File: src/rtl/core/ssmux_pkg.sv
`timescale 1ns / 1ps
// Shared types, codes and segment tables for the MM:SS / text display driver.
// No dependencies; used by ssmux_time_seg and seven_segment_mmss_text_mux.
package ssmux_pkg;

	typedef enum logic [1:0] {
		ACT_TICK = 2'd0,
		ACT_SET  = 2'd1,
		ACT_TEXT = 2'd2
	} action_t;

	localparam int unsigned MAX_SECONDS      = 5999;
	localparam int unsigned DEFAULT_DURATION = 3000;
	localparam int unsigned SEC_PER_MIN      = 60;
	localparam int unsigned NUM_DIGITS       = 4;

	// Segment pattern of a decimal digit, a..g in bits 7..1.
	function automatic logic [7:0] num_seg(input logic [3:0] d);
		logic [7:0] s;
		begin
			case (d)
				4'd0: s = 8'hFC;
				4'd1: s = 8'h60;
				4'd2: s = 8'hDA;
				4'd3: s = 8'hF2;
				4'd4: s = 8'h66;
				4'd5: s = 8'hB6;
				4'd6: s = 8'hBE;
				4'd7: s = 8'hE0;
				4'd8: s = 8'hFE;
				4'd9: s = 8'hF6;
				default: s = 8'h00;
			endcase
			return s;
		end
	endfunction

	// Segment pattern of a text character; unknown characters are blank.
	function automatic logic [7:0] letter_seg(input logic [7:0] c);
		logic [7:0] s;
		begin
			case (c)
				8'h61: s = 8'hEE; // a
				8'h75: s = 8'h7C; // u
				8'h6F: s = 8'h3A; // o
				8'h66: s = 8'h8E; // f
				8'h64: s = 8'h7A; // d
				8'h6E: s = 8'h2A; // n
				8'h65: s = 8'h9E; // e
				8'h72: s = 8'h0A; // r
				8'h73: s = 8'hB6; // s
				8'h74: s = 8'h1E; // t
				default: s = 8'h00;
			endcase
			return s;
		end
	endfunction

	// Active-low digit select, upper nibble.
	function automatic logic [7:0] digit_sel(input logic [1:0] pos);
		logic [7:0] s;
		begin
			case (pos)
				2'd0: s = 8'h70;
				2'd1: s = 8'hB0;
				2'd2: s = 8'hD0;
				2'd3: s = 8'hE0;
				default: s = 8'hF0;
			endcase
			return s;
		end
	endfunction

endpackage

File: src/rtl/core/ssmux_time_seg.sv
`timescale 1ns / 1ps
// Segment byte of one MM:SS digit from registered minutes and seconds.
// Depends on ssmux_pkg.
module ssmux_time_seg (
	input  logic [6:0] minute,
	input  logic [5:0] sec,
	input  logic [1:0] pos,
	output logic [7:0] seg
);

	logic [14:0] min_prod;
	logic [13:0] sec_prod;
	logic [3:0]  min_tens;
	logic [3:0]  min_units;
	logic [3:0]  sec_tens;
	logic [3:0]  sec_units;
	logic [6:0]  min_tens_x10;
	logic [5:0]  sec_tens_x10;

	// x / 10 as (x * 205) >> 11, exact for x below 1029
	assign min_prod     = 15'(minute) * 15'd205;
	assign sec_prod     = 14'(sec) * 14'd205;
	assign min_tens     = min_prod[14:11];
	assign sec_tens     = {1'b0, sec_prod[13:11]};
	assign min_tens_x10 = 7'(min_tens) * 7'd10;
	assign sec_tens_x10 = 6'(sec_tens) * 6'd10;
	assign min_units    = 4'(minute - min_tens_x10);
	assign sec_units    = 4'(sec - sec_tens_x10);

	always_comb begin
		case (pos)
			2'd0: seg = ssmux_pkg::num_seg(min_tens);
			2'd1: seg = ssmux_pkg::num_seg(min_units) | 8'h01;
			2'd2: seg = ssmux_pkg::num_seg(sec_tens);
			2'd3: seg = ssmux_pkg::num_seg(sec_units) | {7'd0, sec[0]};
			default: seg = 8'h00;
		endcase
	end

endmodule

File: src/rtl/core/ssmux_out_reg.sv
`timescale 1ns / 1ps
// Output word register of the display driver: holds one word until taken.
// Depends on nothing but its ports.
module ssmux_out_reg (
	input  logic        clk,
	input  logic        arst_n,
	input  logic        load,
	input  logic [7:0]  segments,
	input  logic [7:0]  digit_enable,
	output logic        can_load,
	output logic        m_axis_tvalid,
	input  logic        m_axis_tready,
	output logic [15:0] m_axis_tdata  // [7:0] segments, [15:8] digit_enable
);

	logic        valid_q;
	logic [15:0] data_q;

	assign can_load      = !valid_q || m_axis_tready;
	assign m_axis_tvalid = valid_q;
	assign m_axis_tdata  = data_q;

	always_ff @(posedge clk or negedge arst_n) begin
		if (!arst_n) begin
			valid_q <= 1'b0;
		end else if (can_load) begin
			valid_q <= load;
		end
	end

	always_ff @(posedge clk) begin
		if (can_load && load) begin
			data_q <= {digit_enable, segments};
		end
	end

endmodule

File: src/rtl/core/seven_segment_mmss_text_mux.sv
`timescale 1ns / 1ps
// Four-digit multiplexed seven-segment driver, MM:SS or four text characters.
// Depends on ssmux_pkg, ssmux_time_seg and ssmux_out_reg.
//
// Usage:
//   Input words arrive on the s_axis channel; s_axis_tuser carries the action
//   (refresh tick, set time, show text) and s_axis_tdata the operands.
//   Set time and show text only update internal state and produce no word.
//   A refresh tick at digit positions 0..3 produces one 16-bit word on
//   m_axis: segment byte in bits 7..0 and active-low digit select in 15..8.
//   A tick at position 4 produces nothing and wraps the position; a tick that
//   finds the text duration exceeded drops back to time mode and produces
//   nothing.
//   Order: an accepted word is held in the input register, evaluated there and
//   its result loaded into the output register that drives m_axis.
//   Throughput: one word per cycle unless stalled; evaluation stage and
//   output register both hold a word, so input is taken while a result waits.
//   Stall: when m_axis_tready is low and the output register is full, a tick
//   that would emit holds in the input register and s_axis_tready falls;
//   words that emit nothing still drain.
//   Reset (arst_n low): time mode, 00:00, position 0, blank text, duration
//   3000 ms, both registers empty.
module seven_segment_mmss_text_mux (
	input  logic        clk,
	input  logic        arst_n,
	input  logic        s_axis_tvalid,
	output logic        s_axis_tready,
	// [31:0] now_ms, [44:32] seconds, [52:45] char_0, [60:53] char_1,
	// [68:61] char_2, [76:69] char_3, [92:77] text_ms, [95:93] zero
	input  logic [95:0] s_axis_tdata,
	input  logic [1:0]  s_axis_tuser, // [1:0] action
	output logic        m_axis_tvalid,
	input  logic        m_axis_tready,
	output logic [15:0] m_axis_tdata  // [7:0] segments, [15:8] digit_enable
);

	// input register
	logic        valid_s1;
	logic [1:0]  action_s1;
	logic [92:0] data_s1;

	// display state
	logic [2:0]  mux_pos_q;
	logic        text_mode_q;
	logic [31:0] text_start_q;
	logic [15:0] text_dur_q;
	logic [6:0]  minute_q;
	logic [5:0]  sec_q;
	logic [7:0]  chars_q [ssmux_pkg::NUM_DIGITS];

	// operand fields of the held word
	logic [31:0] now_ms;
	logic [12:0] seconds;
	logic [15:0] text_ms;

	logic        is_tick;
	logic [31:0] elapsed;
	logic        expired;
	logic        show_text;
	logic        emits;
	logic        advance;
	logic        can_load;
	logic [7:0]  time_seg;
	logic [7:0]  seg;
	logic [7:0]  dig_en;

	// set-time conversion
	logic [12:0] sec_sat;
	logic [25:0] min_prod;
	logic [6:0]  set_minute;
	logic [12:0] set_min_x60;
	logic [5:0]  set_sec;

	assign now_ms  = data_s1[31:0];
	assign seconds = data_s1[44:32];
	assign text_ms = data_s1[92:77];

	assign is_tick   = valid_s1 && (action_s1 == ssmux_pkg::ACT_TICK);
	assign elapsed   = now_ms - text_start_q;
	assign expired   = text_mode_q && (elapsed > 32'(text_dur_q));
	assign show_text = text_mode_q && (elapsed < 32'(text_dur_q));
	assign emits     = is_tick && !expired && (mux_pos_q < 3'(ssmux_pkg::NUM_DIGITS));

	// advance the held word unless it emits into a full output register
	assign advance       = valid_s1 && (!emits || can_load);
	assign s_axis_tready = !valid_s1 || advance;

	// seconds / 60 as (s * 8739) >> 19, exact up to the saturation limit
	assign sec_sat     = (seconds > 13'(ssmux_pkg::MAX_SECONDS)) ?
	                     13'(ssmux_pkg::MAX_SECONDS) : seconds;
	assign min_prod    = 26'(sec_sat) * 26'd8739;
	assign set_minute  = min_prod[25:19];
	assign set_min_x60 = 13'(set_minute) * 13'(ssmux_pkg::SEC_PER_MIN);
	assign set_sec     = 6'(sec_sat - set_min_x60);

	ssmux_time_seg u_time_seg (
		.minute (minute_q),
		.sec    (sec_q),
		.pos    (mux_pos_q[1:0]),
		.seg    (time_seg)
	);

	assign seg    = show_text ? ssmux_pkg::letter_seg(chars_q[mux_pos_q[1:0]]) : time_seg;
	assign dig_en = ssmux_pkg::digit_sel(mux_pos_q[1:0]);

	ssmux_out_reg u_out_reg (
		.clk           (clk),
		.arst_n        (arst_n),
		.load          (emits && advance),
		.segments      (seg),
		.digit_enable  (dig_en),
		.can_load      (can_load),
		.m_axis_tvalid (m_axis_tvalid),
		.m_axis_tready (m_axis_tready),
		.m_axis_tdata  (m_axis_tdata)
	);

	// capture a word whenever the stage is free or draining
	always_ff @(posedge clk or negedge arst_n) begin
		if (!arst_n) begin
			valid_s1 <= 1'b0;
		end else if (s_axis_tready) begin
			valid_s1 <= s_axis_tvalid;
		end
	end

	always_ff @(posedge clk) begin
		if (s_axis_tready && s_axis_tvalid) begin
			action_s1 <= s_axis_tuser;
			data_s1   <= s_axis_tdata[92:0];
		end
	end

	// state update as the held word leaves the stage
	always_ff @(posedge clk or negedge arst_n) begin
		if (!arst_n) begin
			mux_pos_q    <= 3'd0;
			text_mode_q  <= 1'b0;
			text_start_q <= 32'd0;
			text_dur_q   <= 16'(ssmux_pkg::DEFAULT_DURATION);
			minute_q     <= 7'd0;
			sec_q        <= 6'd0;
			for (int i = 0; i < ssmux_pkg::NUM_DIGITS; i++) begin
				chars_q[i] <= 8'd0;
			end
		end else if (advance) begin
			case (action_s1)
				ssmux_pkg::ACT_SET: begin
					minute_q <= set_minute;
					sec_q    <= set_sec;
				end
				ssmux_pkg::ACT_TEXT: begin
					chars_q[0]   <= data_s1[52:45];
					chars_q[1]   <= data_s1[60:53];
					chars_q[2]   <= data_s1[68:61];
					chars_q[3]   <= data_s1[76:69];
					text_dur_q   <= text_ms;
					text_start_q <= now_ms;
					text_mode_q  <= 1'b1;
				end
				ssmux_pkg::ACT_TICK: begin
					if (expired) begin
						// text timed out: back to time, no word this tick
						text_start_q <= now_ms;
						text_mode_q  <= 1'b0;
					end else if (emits) begin
						mux_pos_q <= mux_pos_q + 3'd1;
					end else begin
						mux_pos_q <= 3'd0;
					end
				end
				default: begin
					// unused action: drop
				end
			endcase
		end
	end

endmodule

File: config.mk
export PLATFORM = sky130hd
export DESIGN_NAME = seven_segment_mmss_text_mux
export DESIGN_NICKNAME = d
export VERILOG_FILES = /design/src/rtl/core/ssmux_pkg.sv /design/src/rtl/core/ssmux_time_seg.sv /design/src/rtl/core/ssmux_out_reg.sv /design/src/rtl/core/seven_segment_mmss_text_mux.sv
export SDC_FILE = /design/constraint.sdc
export NUM_CORES = 1
export LEC_CHECK = 0
export ABC_AREA = 1
export BUFFER_PORTS_ARGS = -buffer_cell sky130_fd_sc_hd__buf_2
export CAP_MARGIN = 25
export CORE_AREA = 2 2 283 145
export DETAILED_ROUTE_END_ITERATION = 8
export DIE_AREA = 0 0 285 147
export SYNTH_ARGS = -nofsm -noshare
export SYNTH_HDL_FRONTEND = slang
export SYNTH_SLANG_ARGS = --single-unit
File: constraint.sdc
create_clock -name clk -period 16.1 [get_ports clk]
set_input_delay 3.22 -clock clk [delete_from_list [all_inputs] [get_ports clk]]
set_output_delay 3.22 -clock clk [all_outputs]
set_load 0.02 [all_outputs]
Yosys cells after proc, flatten, opt, wreduce, memory -nomap -nowiden:

Memory sizes are Yosys's and may differ from the RTL's.
Cells that the tools add are included.

* bits in registers: 210
* bits in read-only memories: 448
* memories kept: 4

* $add $sub $neg: 5
* multiply operators: 6
* order comparisons: 5
* eq/ne operators: 16
* multiplexer cells: 14
* bitwise operators: 3
* reduce and logical (&&, ||, !) cells: 23

Memories
* (no name shown): words 16, bits a word 7, read ports 1, clocked after Yosys merged registers in 0, write ports 0, line ssmux_pkg.sv:21 `case (d)`
* (no name shown): words 16, bits a word 7, read ports 1, clocked after Yosys merged registers in 0, write ports 0, line ssmux_pkg.sv:21
* (no name shown): words 16, bits a word 7, read ports 1, clocked after Yosys merged registers in 0, write ports 0, line ssmux_pkg.sv:21
* (no name shown): words 16, bits a word 7, read ports 1, clocked after Yosys merged registers in 0, write ports 0, line ssmux_pkg.sv:21

Operators with widths (count)
* == test 8 x 7 -> 1 bit (second input constant): 10
* one-hot mux 8 bit (10 select lines): 1
* one-hot mux 32 bit (2 select lines): 1
* one-hot mux 8 bit (4 select lines): 2
* greater-than comparator 32 x 16 -> 1 bit: 1
* less-than comparator 32 x 16 -> 1 bit: 1
* two-way mux 32 bit: 1
* two-way mux 8 bit: 4
* subtractor 32 bit: 1
* multiplier 13 x 14 -> 26 bit (second input constant): 1
* binary-select mux 8 bit (select 2 bit): 1
* multiplier 7 x 8 -> 15 bit (second input constant): 1
* multiplier 6 x 8 -> 14 bit (second input constant): 1
* greater-than comparator 13 bit (second input constant): 1
* two-way mux 13 bit: 1
* logical AND 1 bit: 9
* bitwise OR 8 x 1 -> 8 bit: 1
* subtractor 4 bit: 2
* multiplier 7 x 4 -> 4 bit (second input constant): 1
* == test 2 bit (second input constant): 3
* AND reduction 3 bit: 2
* subtractor 6 bit: 1
* == test 2 x 1 -> 1 bit (second input constant): 2
* logical NOT 1 bit: 4
* 15 further kinds: 19

Depth between registers and ports, before layout:

* word-level depth: 11
* depth in mapped cells: 36
* depth with buffers taken out: 36

Hierarchy:

Synthesis repeated with hierarchy kept, for this count alone.

* cells, all modules: 2022
* area total of the unflattened synthesis: 16145.5 um^2

Modules (own cells, without submodules)
* seven_segment_mmss_text_mux: instances 1, cells an instance 1600, area an instance 12891.1 um^2
* ssmux_time_seg: instances 1, cells an instance 400, area an instance 2728.9 um^2
* ssmux_out_reg: instances 1, cells an instance 22, area an instance 525.5 um^2

Worst setup path after synthesis:

OpenSTA, ideal clock, no wires.

* path type: input port to output port
* start: in m_axis_tready
* end: out s_axis_tready
* arrival time: 3.610 ns
* required time: 12.880 ns
* slack: 9.270 ns
* stages: 2
* path through: nor2_1 -> nand4_1

* word-level cells in the longest chain between the ends: 4

Ends and longest elaborated chain
* start, declared: line seven_segment_mmss_text_mux.sv:33 `input logic m_axis_tready,`
* logical OR 1 bit: line ssmux_out_reg.sv:19 `assign can_load = !valid_q || m_axis_tready;`
* logical OR 1 bit: line seven_segment_mmss_text_mux.sv:85 `assign advance = valid_s1 && (!emits || can_load);`
* logical AND 1 bit: line seven_segment_mmss_text_mux.sv:85
* logical OR 1 bit: line seven_segment_mmss_text_mux.sv:86 `assign s_axis_tready = !valid_s1 || advance;`
* end, declared: line seven_segment_mmss_text_mux.sv:27 `output logic s_axis_tready,`

No other way between the ends.

Worst setup path after layout:

* start: reg data_s1[0]
* end: out s_axis_tready

* word-level cells in the longest chain between the ends: 10

Ends and longest elaborated chain
* start, declared: line seven_segment_mmss_text_mux.sv:40 `logic [92:0] data_s1;`
* start signal, assigned: line seven_segment_mmss_text_mux.sv:130 `data_s1 <= s_axis_tdata[92:0];`
* subtractor 32 bit: line seven_segment_mmss_text_mux.sv:79 `assign elapsed = now_ms - text_start_q;`
* greater-than comparator 32 x 16 -> 1 bit: line seven_segment_mmss_text_mux.sv:80 `assign expired = text_mode_q && (elapsed > 32'(text_dur_q));`
* logical AND 1 bit: line seven_segment_mmss_text_mux.sv:80
* logical NOT 1 bit: line seven_segment_mmss_text_mux.sv:82 `assign emits = is_tick && !expired && (mux_pos_q < 3'(ssmux_pkg::NUM_DIGITS));`
* logical AND 1 bit (2 in series): line seven_segment_mmss_text_mux.sv:82
* logical NOT 1 bit: line seven_segment_mmss_text_mux.sv:85
* logical OR 1 bit: line seven_segment_mmss_text_mux.sv:85
* logical AND 1 bit: line seven_segment_mmss_text_mux.sv:85
* logical OR 1 bit: line seven_segment_mmss_text_mux.sv:86

No other way between the ends.

==> flow_summary.yaml <==
floorplan:
  fp.dieH_microns: 147
  design.die.area_sq_mm: 0.04190
  pin_count: 120
  coreArea_sq_mm: 0.03969
  start_util_pct: 39.33
  die_width_microns: 285
  placementRows: 52
detailed_routing:
  wire_per_inst_microns: 16.98
  via_count: 12680
  vias_per_cell: 4.939
  wirelength_microns: 43610
  firstDrtPassIters: 6
  drt_iter0_drc: 1147
  drcViolationCount: 0
  postRouteAntennaNets: 0
place:
  pre_cts_slack_ps: 8754
  port_buffers: 112
  finalWeightedCongestion: 1.027
  placed_area_sq_mm: 0.01676
  dp_hpwl_microns: 35120
yosys:
  yosysUniqueCellTypes: 53
  yosysWarnings: 0
  ys_ff_latch: 206
  synth_enable_flop_cells: 107
  syn_inst: 1893
  async_flop_share_pct: 48.06
  avgSynthCellArea_sq_um: 8.245
  syn_area_sq_mm: 0.01561
  synthFlopType: "edfxtp_1"
  yosysSeqAreaShare_pct: 36.52
global_routing:
  grt_pass1_wl_microns: 67430
  grt_pass1_vias: 11600
  grt_use_met2_pct: 24.45
  met3_usage_pct: 5.761
  busiest_layer: "met1"
  grtUsageMet1_pct: 36.30
  grt_start_max_net_pins: 67
  grt_usage_pct: 20.90
  overflow: 0
  antenna_found_initial: 0
sta:
  finalHoldViolations: 0
  tns_ps: 0
  fin_ws_ps: 8312
  finalCritPeriodShare_pct: 48.37
  finalMaxSlewViolations: 0
  relSlewSlack_pct: 33.95
  fin_skew_ps: 24.50
  rsz0062_at_grt: "false"
  fmax_mhz: 128.4
  worstMarginPinSlew_ps: 990.8
  finalSetupViolCount: 0
  period_needed_ps: 7788
critical_path:
  crit_path_cell_trace: "inv_1 > ha_1 > inv_1 > fa_1 > nand3_1 > nand3_1 > nand2_1 > nand3_1 > xor2_1 > ha_1 > inv_1 > nor4_1 > inv_1 > nor4_1 > o21ai_2 > nand2_4 > nand4_1 > buf_2"
  slowest_stage: "fa_1"
  cp_data_required_time_ps: 12880
  crit_arrival_ps: 4570
  cp-start-kind: "flip-flop"
  path_class: "flip-flop to output port"
  critPathMaxStageDelay_ps: 480
  end_kind: "output port"
  crit_top_cell: "inv_1"
  path_max_fanout: 7
  cp_top_family: "simple AND/OR/NAND/NOR gates"
  cp_num_buf_inv: 5
cts:
  cts_tree: "built"
  cts-root-buf: "clkbuf_16"
  cts_hold_buf: 0
  numCtsBuffers: 22
  cts_buffer_depth: 3
  path_clk_slew_ps: 60
  clock_sinks: 206
  clk_latency_ps: 540
  ctsResizeCount: 0
  cts_setup_buffers: 0
  htree_levels: 1
min_path:
  min_path_type: "flip-flop to flip-flop"
job:
  cap_violations: 0
finish:
  nets: 2362
  n_fill_cell: 3991
  final_common_cell: "nand2_1"
  final_cell_mix: "523 x nand2_1, 357 x inv_1, 211 x ha_1"
  final_area_sq_mm: 0.01751
  fin_util_pct: 44.13
  n_antenna_cell: 0
  drive_gt1_share_pct: 10.95
  area_delta_synth_final_pct: 12.21
power_and_ir_drop:
  p_leak_uw: 0.009223
  p_per_area_mw_per_mm2: 189.0
  peakVddDrop_mv: 0.1102
outcome:
  status: "complete, no violations"
## registers in the layout, indices dropped and copies added (netlist names)
signal and cells:
minute_q 7, text_mode_q 1, u_out_reg.m_axis_tdata 12, mux_pos_q 3
valid_s1 1, text_dur_q 16, action_s1 2, data_s1 93
sec_q 6, u_out_reg.m_axis_tvalid 1, text_start_q 32, chars_q 32
## worst reg2reg max path, delay by kind of cell (launching register included)
| kind | cells | cell delay (ps) |
|---|---|---|
| DFF | 1 | 420 |
| buffers and inverters | 6 | 870 |
| AOI/OAI and AO/OA | 6 | 1020 |
| xor gates and xnor gates | 4 | 930 |
| adders and majority gates | 8 | 2890 |
| and+or+nand+nor | 8 | 1160 |
## power by group
group          internal [uW]  leakage [uW]  total, uW  switching (uW)
clock                    301      0.000354        524             223
sequential               646       0.00223        699            53.4
combinational            728       0.00664       2090            1360
total                   1670       0.00922       3310            1630
## synth_stat cells, types with 25 or more instances
| master | count | share of area [%] |
|---|---|---|
| a21oi_1 | 68 | 2.2 |
| dfrtp_1 | 92 | 15 |
| edfxtp_1 | 107 | 21 |
| fa_1 | 37 | 4.7 |
| ha_1 | 211 | 17 |
| inv_1 | 358 | 8.6 |
| mux2_2 | 33 | 2.4 |
| nand2_1 | 524 | 13 |
| nand3_1 | 113 | 3.6 |
| nor2_1 | 112 | 2.7 |
| o21ai_0 | 47 | 1.5 |
| xor2_1 | 25 | 1.4 |
## cell families (layout without fill, tap and decap cells)
family	count (synthesis)	after routing	synth area share (%)
buf+inv	391	523	9.684
mux	33	33	2.381
other cells	1	4	0.02403
xor+xnor	30	30	1.732
flops	206	206	36.52
fa+ha+maj	248	248	21.66
simple gates	827	827	22.24
compound gates	157	157	5.764
## layer usage
layer	vias up	share of wire, %
met5	-	0
met4	0	1.2
met3	29	9.5
met2	410	33
met1	5927	56
li1	6318	-
## area by class of cell
cell class	count	area (sq um)	area share, %
well taps	540	675.6	3.858
inverters	364	1369	7.816
flip-flops and latches	206	5699	32.54
repair buffers	119	620.6	3.544
clock buffers	29	608.1	3.472
clock inverters	11	127.6	0.7287
multi-input cells	1299	8413	48.04
## worst paths after layout
kind | to | slack (ps) | from | cells after the start
setup / recovery | s_axis_tready | 8310 | data_s1[0] | 18
hold / removal | text_start_q[28] | 470 | text_start_q[28] | 2
setup reg to reg | sec_q[5] | 8640 | data_s1[36] | 32
hold reg to reg | text_start_q[28] | 470 | text_start_q[28] | 2
max in group asynchronous | text_dur_q[0] | 12070 | arst_n | 2
min in group asynchronous | text_dur_q[1] | 2680 | arst_n | 1
## metrics by stage
| stage | cells | total power [uW] | hold WS [ps] |
|---|---|---|---|
| 2_1_floorplan | 1896 | 2214 | 441.9 |
| 3_3_place_gp | 2527 | 2704 | 452.6 |
| 3_5_place_dp | 2527 | 2750 | 458.2 |
| 4_1_cts | 2567 | 3298 | 474.2 |
| 5_1_grt | 2568 | 3672 | 494.3 |
| 6_report | 2568 | 3309 | 471.2 |
No activity file was read; power rests on OpenSTA's default activity.
